==> src/hdl/tpq_pkg.sv <==
`default_nettype none

package tpq_pkg;

   localparam int unsigned QUEUE_DEPTH = 64;
   localparam int unsigned ID_COUNT    = 64;

   localparam int NUM_LVL = 3;
   localparam int ID_W    = 6;
   localparam int LVL_W   = 2;
   localparam int CMD_W   = 2;
   localparam int ST_W    = 2;
   localparam int RC_W    = 8;
   localparam int REQ_W   = 16;
   localparam int RSP_W   = 16;

   localparam int IDX_W = (QUEUE_DEPTH > 1) ? $clog2(QUEUE_DEPTH) : 1;
   localparam int CNT_W = $clog2(QUEUE_DEPTH + 1);
   localparam int SUM_W = $clog2(2 * QUEUE_DEPTH);

   // command codes
   localparam logic [CMD_W-1:0] CMD_PUSH   = 2'd0;
   localparam logic [CMD_W-1:0] CMD_POP    = 2'd1;
   localparam logic [CMD_W-1:0] CMD_REMOVE = 2'd2;
   localparam logic [CMD_W-1:0] CMD_NOP    = 2'd3;

   // status codes
   localparam logic [ST_W-1:0] ST_OK        = 2'd0;
   localparam logic [ST_W-1:0] ST_EMPTY     = 2'd1;
   localparam logic [ST_W-1:0] ST_FULL      = 2'd2;
   localparam logic [ST_W-1:0] ST_NOT_FOUND = 2'd3;

   // priority levels
   localparam logic [LVL_W-1:0] LVL_HIGH = 2'd0;
   localparam logic [LVL_W-1:0] LVL_MID  = 2'd1;
   localparam logic [LVL_W-1:0] LVL_LOW  = 2'd2;
   localparam logic [LVL_W-1:0] LVL_NONE = 2'd3;

   typedef struct packed {
      logic            load;
      logic            pop_sel;
      logic            pop_rd;
      logic            pop_take;
      logic            push;
      logic            rm_init;
      logic            rm_rd;
      logic            rm_chk;
      logic            rm_end;
      logic            set_status;
      logic [ST_W-1:0] code;
      logic            rsp_load;
   } ctl_cmd_type;

   typedef struct packed {
      logic [CMD_W-1:0] op;
      logic             level_ok;
      logic             id_ok;
      logic             full;
      logic             any_ready;
      logic             rm_done;
      logic             rm_found;
      logic             rsp_free;
   } dp_stat_type;

   function automatic logic [IDX_W-1:0] idx_inc(input logic [IDX_W-1:0] idx);
      logic [IDX_W-1:0] r;
      if (idx == IDX_W'(QUEUE_DEPTH - 1)) r = '0;
      else r = idx + IDX_W'(1);
      return r;
   endfunction

   function automatic logic [IDX_W-1:0] tail_idx(input logic [IDX_W-1:0] head,
                                                 input logic [CNT_W-1:0] cnt);
      logic [SUM_W-1:0] s;
      s = SUM_W'(head) + SUM_W'(cnt);
      if (s >= SUM_W'(QUEUE_DEPTH)) s = s - SUM_W'(QUEUE_DEPTH);
      return IDX_W'(s);
   endfunction

endpackage

`default_nettype wire

==> src/hdl/three_level_priority_ready_queue_unit.sv <==
`default_nettype none

// Channel  Dir  Ports              Payload (low bit up)
// req      in   req_tvalid/tready  tdata: cmd[1:0] thread_id[7:2] priority_req[9:8], 0 pad
// rsp      out  rsp_tvalid/tready  tdata: popped_id[5:0] status[7:6] ready_count[15:8]
//
// Push, no-op and any rejected command go from accept through decode to the response state;
// pop adds a memory read state and a take state. Remove walks the named queue through the
// queue memory with registered read, with a read state and a check state per entry.
// Reset clears counts, heads and the state machine; queue memory is not cleared.
// A new beat is accepted while the previous result waits in the output register; a
// finished command waits in the response state until that register frees up.
module three_level_priority_ready_queue_unit
   import tpq_pkg::*;
(
   input  wire logic             clock,
   input  wire logic             reset,
   input  wire logic             req_tvalid,
   output logic                  req_tready,
   input  wire logic [REQ_W-1:0] req_tdata,   // cmd, thread_id, priority_req
   output logic                  rsp_tvalid,
   input  wire logic             rsp_tready,
   output logic [RSP_W-1:0]      rsp_tdata    // popped_id, status, ready_count
);

   ctl_cmd_type cmd;
   dp_stat_type stat;

   tpq_ctrl u_ctrl (
      .clock      (clock),
      .reset      (reset),
      .req_tvalid (req_tvalid),
      .req_tready (req_tready),
      .stat       (stat),
      .cmd        (cmd)
   );

   tpq_dpath u_dpath (
      .clock      (clock),
      .reset      (reset),
      .req_tdata  (req_tdata),
      .rsp_tvalid (rsp_tvalid),
      .rsp_tready (rsp_tready),
      .rsp_tdata  (rsp_tdata),
      .cmd        (cmd),
      .stat       (stat)
   );

endmodule

`default_nettype wire

==> src/hdl/tpq_ctrl.sv <==
`default_nettype none

module tpq_ctrl
   import tpq_pkg::*;
(
   input  wire logic        clock,
   input  wire logic        reset,
   input  wire logic        req_tvalid,
   output logic             req_tready,
   input  wire dp_stat_type stat,
   output ctl_cmd_type      cmd
);

   localparam logic [2:0] S_IDLE   = 3'd0;
   localparam logic [2:0] S_DECODE = 3'd1;
   localparam logic [2:0] S_POP_RD = 3'd2;
   localparam logic [2:0] S_POP    = 3'd3;
   localparam logic [2:0] S_RM_RD  = 3'd4;
   localparam logic [2:0] S_RM_CHK = 3'd5;
   localparam logic [2:0] S_RESP   = 3'd6;

   logic [2:0] state_ff;
   logic [2:0] state_in;

   assign req_tready = (state_ff == S_IDLE);

   always_comb begin
      cmd      = '0;
      state_in = state_ff;
      unique case (state_ff)
         S_IDLE: begin
            if (req_tvalid) begin
               cmd.load = 1'b1;
               state_in = S_DECODE;
            end
         end
         S_DECODE: begin
            state_in = S_RESP;
            unique case (stat.op)
               CMD_PUSH: begin
                  cmd.set_status = 1'b1;
                  if (stat.level_ok && stat.id_ok && !stat.full) begin
                     cmd.push = 1'b1;
                     cmd.code = ST_OK;
                  end else begin
                     cmd.code = ST_FULL;
                  end
               end
               CMD_POP: begin
                  if (stat.any_ready) begin
                     cmd.pop_sel = 1'b1;
                     state_in    = S_POP_RD;
                  end else begin
                     cmd.set_status = 1'b1;
                     cmd.code       = ST_EMPTY;
                  end
               end
               CMD_REMOVE: begin
                  if (stat.level_ok && stat.id_ok) begin
                     cmd.rm_init = 1'b1;
                     state_in    = S_RM_RD;
                  end else begin
                     cmd.set_status = 1'b1;
                     cmd.code       = ST_NOT_FOUND;
                  end
               end
               CMD_NOP: begin
               end
               default: begin
               end
            endcase
         end
         S_POP_RD: begin
            cmd.pop_rd = 1'b1;
            state_in   = S_POP;
         end
         S_POP: begin
            cmd.pop_take = 1'b1;
            state_in     = S_RESP;
         end
         S_RM_RD: begin
            if (stat.rm_done) begin
               cmd.rm_end     = 1'b1;
               cmd.set_status = 1'b1;
               cmd.code       = stat.rm_found ? ST_OK : ST_NOT_FOUND;
               state_in       = S_RESP;
            end else begin
               cmd.rm_rd = 1'b1;
               state_in  = S_RM_CHK;
            end
         end
         S_RM_CHK: begin
            cmd.rm_chk = 1'b1;
            state_in   = S_RM_RD;
         end
         S_RESP: begin
            // hold until the output register is free
            if (stat.rsp_free) begin
               cmd.rsp_load = 1'b1;
               state_in     = S_IDLE;
            end
         end
         default: begin
            state_in = S_IDLE;
         end
      endcase
   end

   always_ff @(posedge clock) begin
      if (reset) state_ff <= S_IDLE;
      else state_ff <= state_in;
   end

endmodule

`default_nettype wire

==> src/hdl/tpq_dpath.sv <==
`default_nettype none

module tpq_dpath
   import tpq_pkg::*;
(
   input  wire logic             clock,
   input  wire logic             reset,
   input  wire logic [REQ_W-1:0] req_tdata,
   output logic                  rsp_tvalid,
   input  wire logic             rsp_tready,
   output logic [RSP_W-1:0]      rsp_tdata,
   input  wire ctl_cmd_type      cmd,
   output dp_stat_type           stat
);

   // three queues, each a circular buffer with its own head pointer
   logic [ID_W-1:0] queue_mem [NUM_LVL][QUEUE_DEPTH];

   logic [CNT_W-1:0] cnt_ff  [NUM_LVL];
   logic [CNT_W-1:0] cnt_in  [NUM_LVL];
   logic [IDX_W-1:0] head_ff [NUM_LVL];
   logic [IDX_W-1:0] head_in [NUM_LVL];

   logic [CMD_W-1:0] op_ff,  op_in;
   logic [ID_W-1:0]  id_ff,  id_in;
   logic [LVL_W-1:0] lvl_ff, lvl_in;

   logic [IDX_W-1:0] rd_ptr_ff, rd_ptr_in;
   logic [IDX_W-1:0] wr_ptr_ff, wr_ptr_in;
   logic [CNT_W-1:0] rd_cnt_ff, rd_cnt_in;
   logic [CNT_W-1:0] wr_cnt_ff, wr_cnt_in;

   logic [ID_W-1:0]  rdata_ff;
   logic [ID_W-1:0]  res_id_ff, res_id_in;
   logic [ST_W-1:0]  res_status_ff, res_status_in;
   logic             rsp_valid_ff, rsp_valid_in;
   logic [RSP_W-1:0] rsp_data_ff, rsp_data_in;

   logic [CNT_W-1:0] sel_cnt;
   logic [IDX_W-1:0] sel_head;
   logic [LVL_W-1:0] pop_lvl;
   logic [LVL_W-1:0] rd_lvl;
   logic [IDX_W-1:0] rd_addr;
   logic [IDX_W-1:0] wr_addr;
   logic [ID_W-1:0]  wr_data;
   logic             mem_we;
   logic             keep;
   logic [CNT_W+1:0] total;

   always_comb begin
      sel_cnt  = '0;
      sel_head = '0;
      for (int l = 0; l < NUM_LVL; l++) begin
         if (lvl_ff == LVL_W'(l)) begin
            sel_cnt  = cnt_ff[l];
            sel_head = head_ff[l];
         end
      end
   end

   always_comb begin
      priority if (cnt_ff[0] != '0) pop_lvl = LVL_HIGH;
      else if (cnt_ff[1] != '0) pop_lvl = LVL_MID;
      else pop_lvl = LVL_LOW;
   end

   assign total = (CNT_W+2)'(cnt_ff[0]) + (CNT_W+2)'(cnt_ff[1]) + (CNT_W+2)'(cnt_ff[2]);

   assign stat.op        = op_ff;
   assign stat.level_ok  = (lvl_ff != LVL_NONE);
   assign stat.id_ok     = (32'(id_ff) < ID_COUNT);
   assign stat.full      = (sel_cnt == CNT_W'(QUEUE_DEPTH));
   assign stat.any_ready = (cnt_ff[0] != '0) || (cnt_ff[1] != '0) || (cnt_ff[2] != '0);
   assign stat.rm_done   = (rd_cnt_ff == sel_cnt);
   assign stat.rm_found  = (wr_cnt_ff != sel_cnt);
   assign stat.rsp_free  = !rsp_valid_ff || rsp_tready;

   // memory ports
   assign rd_lvl  = (lvl_ff == LVL_NONE) ? LVL_HIGH : lvl_ff;
   assign rd_addr = cmd.pop_rd ? sel_head : rd_ptr_ff;
   assign keep    = (rdata_ff != id_ff);
   assign mem_we  = cmd.push || (cmd.rm_chk && keep);
   assign wr_addr = cmd.push ? tail_idx(sel_head, sel_cnt) : wr_ptr_ff;
   assign wr_data = cmd.push ? id_ff : rdata_ff;

   always_ff @(posedge clock) begin
      if (mem_we) queue_mem[lvl_ff][wr_addr] <= wr_data;
      rdata_ff <= queue_mem[rd_lvl][rd_addr];
   end

   always_comb begin
      cnt_in  = cnt_ff;
      head_in = head_ff;
      for (int l = 0; l < NUM_LVL; l++) begin
         if (lvl_ff == LVL_W'(l)) begin
            if (cmd.push) cnt_in[l] = cnt_ff[l] + CNT_W'(1);
            if (cmd.pop_take) begin
               cnt_in[l]  = cnt_ff[l] - CNT_W'(1);
               head_in[l] = idx_inc(head_ff[l]);
            end
            if (cmd.rm_end) cnt_in[l] = wr_cnt_ff;
         end
      end

      op_in  = cmd.load ? req_tdata[1:0] : op_ff;
      id_in  = cmd.load ? req_tdata[7:2] : id_ff;
      lvl_in = lvl_ff;
      if (cmd.load) lvl_in = req_tdata[9:8];
      else if (cmd.pop_sel) lvl_in = pop_lvl;

      rd_ptr_in = rd_ptr_ff;
      wr_ptr_in = wr_ptr_ff;
      rd_cnt_in = rd_cnt_ff;
      wr_cnt_in = wr_cnt_ff;
      if (cmd.rm_init) begin
         rd_ptr_in = sel_head;
         wr_ptr_in = sel_head;
         rd_cnt_in = '0;
         wr_cnt_in = '0;
      end
      if (cmd.rm_rd) begin
         rd_ptr_in = idx_inc(rd_ptr_ff);
         rd_cnt_in = rd_cnt_ff + CNT_W'(1);
      end
      // compact: kept entries slide down to the write pointer
      if (cmd.rm_chk && keep) begin
         wr_ptr_in = idx_inc(wr_ptr_ff);
         wr_cnt_in = wr_cnt_ff + CNT_W'(1);
      end

      res_id_in = res_id_ff;
      if (cmd.load) res_id_in = '0;
      else if (cmd.pop_take) res_id_in = rdata_ff;

      res_status_in = res_status_ff;
      if (cmd.load) res_status_in = ST_OK;
      else if (cmd.set_status) res_status_in = cmd.code;

      rsp_valid_in = rsp_valid_ff;
      rsp_data_in  = rsp_data_ff;
      if (cmd.rsp_load) begin
         rsp_valid_in = 1'b1;
         rsp_data_in  = {RC_W'(total), res_status_ff, res_id_ff};
      end else if (rsp_tready) begin
         rsp_valid_in = 1'b0;
      end
   end

   always_ff @(posedge clock) begin
      if (reset) begin
         for (int l = 0; l < NUM_LVL; l++) begin
            cnt_ff[l]  <= '0;
            head_ff[l] <= '0;
         end
         rsp_valid_ff <= 1'b0;
      end else begin
         cnt_ff       <= cnt_in;
         head_ff      <= head_in;
         rsp_valid_ff <= rsp_valid_in;
      end
   end

   always_ff @(posedge clock) begin
      op_ff         <= op_in;
      id_ff         <= id_in;
      lvl_ff        <= lvl_in;
      rd_ptr_ff     <= rd_ptr_in;
      wr_ptr_ff     <= wr_ptr_in;
      rd_cnt_ff     <= rd_cnt_in;
      wr_cnt_ff     <= wr_cnt_in;
      res_id_ff     <= res_id_in;
      res_status_ff <= res_status_in;
      rsp_data_ff   <= rsp_data_in;
   end

   assign rsp_tvalid = rsp_valid_ff;
   assign rsp_tdata  = rsp_data_ff;

   a_cnt_bound: assert property (@(posedge clock) disable iff (reset)
      (cnt_ff[0] <= CNT_W'(QUEUE_DEPTH)) && (cnt_ff[1] <= CNT_W'(QUEUE_DEPTH)) &&
      (cnt_ff[2] <= CNT_W'(QUEUE_DEPTH)))
      else $error("queue count above depth");

   a_push_room: assert property (@(posedge clock) disable iff (reset)
      cmd.push |-> (lvl_ff != LVL_NONE) && (sel_cnt < CNT_W'(QUEUE_DEPTH)))
      else $error("push into full or missing queue");

   a_compact: assert property (@(posedge clock) disable iff (reset)
      (cmd.rm_rd || cmd.rm_chk || cmd.rm_end) |-> (wr_cnt_ff <= rd_cnt_ff))
      else $error("compaction write ahead of read");

   a_rsp_free: assert property (@(posedge clock) disable iff (reset)
      cmd.rsp_load |-> (!rsp_valid_ff || rsp_tready))
      else $error("result overwritten before taken");

endmodule

`default_nettype wire
==> config.mk <==
export PLATFORM = sky130hd
export DESIGN_NAME = three_level_priority_ready_queue_unit
export DESIGN_NICKNAME = d
export VERILOG_FILES = /design/src/hdl/tpq_pkg.sv /design/src/hdl/three_level_priority_ready_queue_unit.sv /design/src/hdl/tpq_ctrl.sv /design/src/hdl/tpq_dpath.sv
export SDC_FILE = /design/constraint.sdc
export NUM_CORES = 2
export LEC_CHECK = 0
export CORE_MARGIN = 5
export CORE_UTILIZATION = 60
export CTS_BUF_LIST = sky130_fd_sc_hd__clkbuf_8
export DETAILED_ROUTE_END_ITERATION = 12
export DONT_BUFFER_PORTS = 1
export PLACE_DENSITY = 0.72
export SLEW_MARGIN = 20
export SYNTH_ARGS = -nofsm -noshare
export SYNTH_HDL_FRONTEND = slang
export SYNTH_SLANG_ARGS = --single-unit
==> constraint.sdc <==
create_clock -name clock -period 5.92 [get_ports clock]
set_input_delay 0.296 -clock clock [delete_from_list [all_inputs] [get_ports clock]]
set_output_delay 0.296 -clock clock [all_outputs]
set_load 0.01 [all_outputs]
-- Word level (Yosys, flattened, before mapping)
Memories as Yosys holds them, arrays and structs flattened.
Index checks and enable logic that the tools add are counted.
- bits in writable memories: 1152
- register bits: 109
- input bits: 20
- logic and storage cells: 169
- memories: 1
- memories (memory ; depth ; width ; read ports ; clocked after Yosys merged registers in ; wr ports ; RTL line ; text):
    u_dpath.queue_mem ; 3 ; 384 ; 1 ; 0 ; 1 ; tpq_dpath.sv:17 ; logic [ID_W-1:0] queue_mem [NUM_LVL][QUEUE_DEPTH];
- bitwise gates (word level): 2
- equal/unequal tests: 23
- magnitude comparators: 4
- muxes and demuxes: 76
- reduce and logical (&&, ||, !) cells: 27
- add/subtract/negate cells: 17
- operators by type and width (operator ; number):
    $mux 384 ; 1
    $mux 6 ; 18
    $mux 7 ; 15
    $bmux 6 s6 ; 1
    $demux 6 s6 ; 1
    $add 7x1->7 const B ; 5
    $add 6x1->6 const B ; 5
    $eq 6x6->1 const B ; 5
    $ge 7x7->1 const B ; 3
    $pmux 3 s7 ; 1
    $reduce_bool 7->1 ; 3
    $sub 7x1->7 const B ; 3
    $mux 1 ; 20
    $mux 2 ; 10
    $mux 3 ; 5
    $not 6->7 ; 2
    $reduce_and 2->1 ; 7
    $pmux 3 s2 ; 2
    $eq 3x3->1 const B ; 3
    $pmux 3 s3 ; 1
    $add 7x7->8 ; 1
    $add 8x7->8 ; 1
    $reduce_bool 2->1 ; 4
    $add 6x7->7 ; 1
    18 further kinds ; 31

-- Longest topological paths before layout
- word-level depth: 17
- depth in mapped cells: 19
- depth with buffers taken out: 12

-- By module
Synthesis repeated with hierarchy kept, for this count alone.
- cells, all modules: 3902
- area total of the unflattened synthesis: 56023.7 µm²
- by module, submodules not included (module ; area an instance (µm²) ; seq. area each (µm²) ; cells each ; instances):
    tpq_dpath ; 55603.3 ; 37235.7 ; 3846 ; 1
    tpq_ctrl ; 420.4 ; 60.1 ; 56 ; 1

-- Worst setup path after synthesis
Ideal clock, no wire load.
- kind: reg2reg
- from: register u_dpath.lvl_ff[1]
- to: memory u_dpath.queue_mem[0][150] (netlist name) (enable)
- path buffers: 7
- slack: 1489 ps
- cell stages (with the launch flop): 16
- library setup time: 350 ps
- required time: 5570 ps
- arrival: 4081 ps
- cells stage by stage: edfxtp_1 buf_6 buf_2 buf_2 buf_2 clkbuf_1 clkbuf_1 clkbuf_1 o21ai_0 ha_1 inv_1 fa_1 o32ai_1 nand2_1 or2_1 nor2_1
- cells in the longest elaborated chain, start to end: 17
- RTL lines (element ; RTL line ; text):
    start: declaration ; tpq_dpath.sv:26 ; logic [LVL_W-1:0] lvl_ff, lvl_in;
    start signal: assignment ; tpq_dpath.sv:166 ; lvl_ff <= lvl_in;
    branches (longest 17 deep; another with $add 6x7->7) ; n/a ;
    end: declaration ; tpq_dpath.sv:17 ;
Several ways; the timed one is not identified.

-- Worst setup path after layout
- from: register u_dpath.lvl_ff[0]
- to: memory u_dpath.queue_mem[0][78] (netlist name) (enable)
The elaborated chain is that of the path after synthesis.

==> impl_metrics.env <==
export IMPL_rsz0062_at_grt="no"
export IMPL_p_seq_share_pct=48.8
export IMPL_start_util_pct=60.49
export IMPL_wl_um=151200
export IMPL_outcome="complete, no violations"
export IMPL_drtIter0Drc=4465
export IMPL_cp_start_kind="register"
export IMPL_synth_fa_ha_area_share_pct=1.246
export IMPL_die_x_um=316.8
export IMPL_vias=37356
export IMPL_ys_seq_area_share_pct=66.06
export IMPL_holdPathStages=1
export IMPL_cts_tree="built"
export IMPL_maxSlewViolCount=0
export IMPL_async_flop_share_pct=0
export IMPL_place_congestion=0.8966
export IMPL_drcViolationCount=0
export IMPL_placedInstanceArea_um2=57820
export IMPL_grt_pass1_vias=35357
export IMPL_hold_path_end="u_dpath.id_ff[3]"
export IMPL_p_leak_nw=20.79
export IMPL_worst_pin_slew_ns=1.249
export IMPL_synthesis_area_um2=56460
export IMPL_die_height_um=316.8
export IMPL_cp_end_kind="register"
export IMPL_drive_gt1_share_pct=9.632
export IMPL_yosys_warnings=0
export IMPL_finalHoldViolCount=0
export IMPL_dp_hpwl_um=94470
export IMPL_p_sw_mw=7.286
export IMPL_crit_type="reg -> reg"
export IMPL_r2r_end="u_dpath.queue_mem[0][78]"
export IMPL_grt_pass1_wl_um=222700
export IMPL_rrSetupSlack_ns=0.81
export IMPL_fin_util_pct=66.02
export IMPL_vias_per_cell=6.483
export IMPL_synth_ff_type="edfxtp_1"
export IMPL_setup_tns_ns=0
export IMPL_syn_inst=4333
export IMPL_antenna_found_initial=3
export IMPL_cts_inserted_buffers=200
export IMPL_grt_max_degree=171
export IMPL_setup_violations=0
export IMPL_row_count=112
export IMPL_htree_levels=4
export IMPL_crit_fanout=15
export IMPL_r2r_start="u_dpath.lvl_ff[0]"
export IMPL_io_pins=38
export IMPL_slew_headroom_pct=16.45
export IMPL_ff2ff_path_depth=11
export IMPL_drt_pass1_iterations=6
export IMPL_min_path_type="in -> reg"
export IMPL_syn_nets=4402
export IMPL_ir_drop_v=0.0002909
export IMPL_p_int_mw=15.75
export IMPL_synth_edf_count=1204
export IMPL_io_buffers=0
export IMPL_cap_violations=0
export IMPL_area_growth_pct=9.146
export IMPL_core_um2=93330
export IMPL_clkLatencyLatePin_ns=0.90
export IMPL_dieArea_um2=100300
export IMPL_crit_required_ns=6.42
export IMPL_fillers=6840
export IMPL_syn_area_per_cell_um2=13.03
export IMPL_wl_per_cell_um=26.23
export IMPL_cts_num_sinks=1261
export IMPL_grtUsageTotal_pct=29.88
export IMPL_synth_ff_latch_count=1261
export IMPL_post_cts_repair_setup_buffers=0
export IMPL_finalCriticalPeriod_ns=5.113
export IMPL_clock_root_buffer="clkbuf_8"
export IMPL_synth_top_family_by_area="compound AO/OA/AOI/OAI gates"
export IMPL_final_area_um2=61620
export IMPL_clock_skew_ns=0.05861
export IMPL_synthMuxAreaShare_pct=6.095
export IMPL_yosys_area_share_simple_pct=11.01
export IMPL_max_freq_mhz=195.6
export IMPL_path_clk_slew_ns=0.06
export IMPL_combPwrFrac_pct=22.0
export IMPL_synth_compound_area_share_pct=11.42
export IMPL_cp_arrival_ns=5.61
export IMPL_ant_nets=0
export IMPL_overflow=0
export IMPL_worstHoldStart="req_tdata[5]"
export IMPL_yosysUniqueCellTypes=76
export IMPL_p_sw_share_pct=31.63
export IMPL_p_per_area_nw_per_um2=373.8
export IMPL_cts_max_path_buffers=3
export IMPL_synth_xor_area_share_pct=1.195
export IMPL_period_share_pct=86.37
export IMPL_p_clk_share_pct=29.3
export IMPL_nets=4423
metal layers:
metal | wire, um | up-vias | global-route usage, % | share of wire [%]
met5 | 19 | - | 0 | 0.013
met4 | 7072 | 2 | 12.81 | 4.7
met3 | 16750 | 376 | 7.677 | 11
met2 | 69060 | 2056 | 46.48 | 46
met1 | 58260 | 18347 | 40.59 | 39
li1 | - | 16575 | - | -
critical path, cell delays in order, from the launching register on:
cell and delay (ns):
edfxtp_1 0.89, buf_4 0.30, mux2i_1 0.10, o21ai_0 0.48
ha_1 0.28, inv_1 0.06, fa_1 0.49, xnor2_1 0.20
o32a_1 0.51, nor2_1 0.20, nand2b_1 0.51, nor2_1 0.71
cells in the mapped netlist (31+ instances only):
library cell | instances | area share, %
xnor2_1 | 40 | 0.62
nor3_1 | 99 | 0.88
nand2_1 | 424 | 2.8
clkbuf_1 | 119 | 0.79
buf_2 | 162 | 1.4
a31oi_1 | 49 | 0.54
o21ai_0 | 73 | 0.65
and3_1 | 31 | 0.34
nor2b_1 | 231 | 2.6
xor2_1 | 37 | 0.57
dfxtp_1 | 57 | 2.0
edfxtp_1 | 1204 | 64
nand3_1 | 133 | 1.2
inv_1 | 32 | 0.21
ha_1 | 37 | 0.82
mux2i_1 | 312 | 5.5
a21oi_1 | 187 | 1.7
nor2_1 | 294 | 2.0
a211oi_1 | 430 | 5.7
logic make-up after synthesis:
logic type      Yosys count
fa+ha+maj                49
simple gates           1322
mux                     338
xor+xnor                 77
compound gates          928
buf+inv                 358
flops                  1261
metrics by stage:
step | setup slack [ns] | cells | power [mW] | hold WS (ns)
3_3_place_gp | 0.9937 | 5389 | 16.20 | 0.3720
2_1_floorplan | 1.489 | 4333 | 14.34 | 0.3949
5_1_grt | 0.6189 | 5761 | 23.78 | 0.02297
4_1_cts | 0.8859 | 5759 | 22.96 | 0.001323
3_5_place_dp | 0.8952 | 5389 | 16.32 | 0.3730
6_report | 0.8071 | 5762 | 23.04 | 0.06269
registers in the layout, summed over array words and instances, names as in the netlist, 7 cells and up:
register / cells
u_dpath.queue_mem: 1152
u_dpath.cnt_ff: 21
u_dpath.head_ff: 18
u_dpath.rsp_tdata: 16
u_dpath.rd_cnt_ff: 7
u_dpath.wr_cnt_ff: 7
layout make-up:
class	instances	area, um^2	area share, %
well taps	1254	1569	2.546
inverters	32	120.1	0.1949
repair buffers	145	1359	2.205
clock inverters	143	686.9	1.115
multi-input cells	2714	17680	28.69
clock buffers	211	2904	4.713
flip-flops and latches	1261	37300	60.53
diodes	2	5.005	0.008122
repair_timing:
action	in CTS	in global routing
hold endpoints to repair	57	0
hold buffers	16	0
gates resized for setup	0	0
layout by cell type, fill, tap and decap left out, drive strengths merged, types with 37 or more instances in the layout:
master,instances
a21oi,187
o21ai,75
nand2,424
clkbuf,211
clkinv,69
inv,101
a211oi,430
dfxtp,57
buf,130
nor3,99
ha,37
nor2,297
nand3,133
xnor2,40
mux2i,313
a31oi,49
nor2b,231
xor2,37
edfxtp,1204
worst max-delay path by stage:
| stage | from | to | slack [ns] |
|---|---|---|---|
| global placement | u_dpath.lvl_ff[0] | u_dpath.queue_mem[2][54] | 0.99 |
| finish | u_dpath.lvl_ff[0] | u_dpath.queue_mem[0][78] | 0.81 |
| floorplan | u_dpath.lvl_ff[1] | u_dpath.queue_mem[0][150] | 1.49 |
| CTS | u_dpath.lvl_ff[0] | u_dpath.queue_mem[1][352] | 0.89 |
| detailed placement | u_dpath.lvl_ff[0] | u_dpath.queue_mem[1][352] | 0.90 |
| global route | u_dpath.lvl_ff[0] | u_dpath.queue_mem[1][353] | 0.62 |
power by group through the flow:
stage	Clock (mW)	Combinational (mW)	Sequential (mW)
floorplan	0	2.93	11.4
global placement	0	4.79	11.4
detailed placement	0	4.91	11.4
CTS	6.79	4.94	11.2
global route	7.22	5.33	11.2
finish	6.75	5.06	11.2
Power figures use the tool's default switching activity.
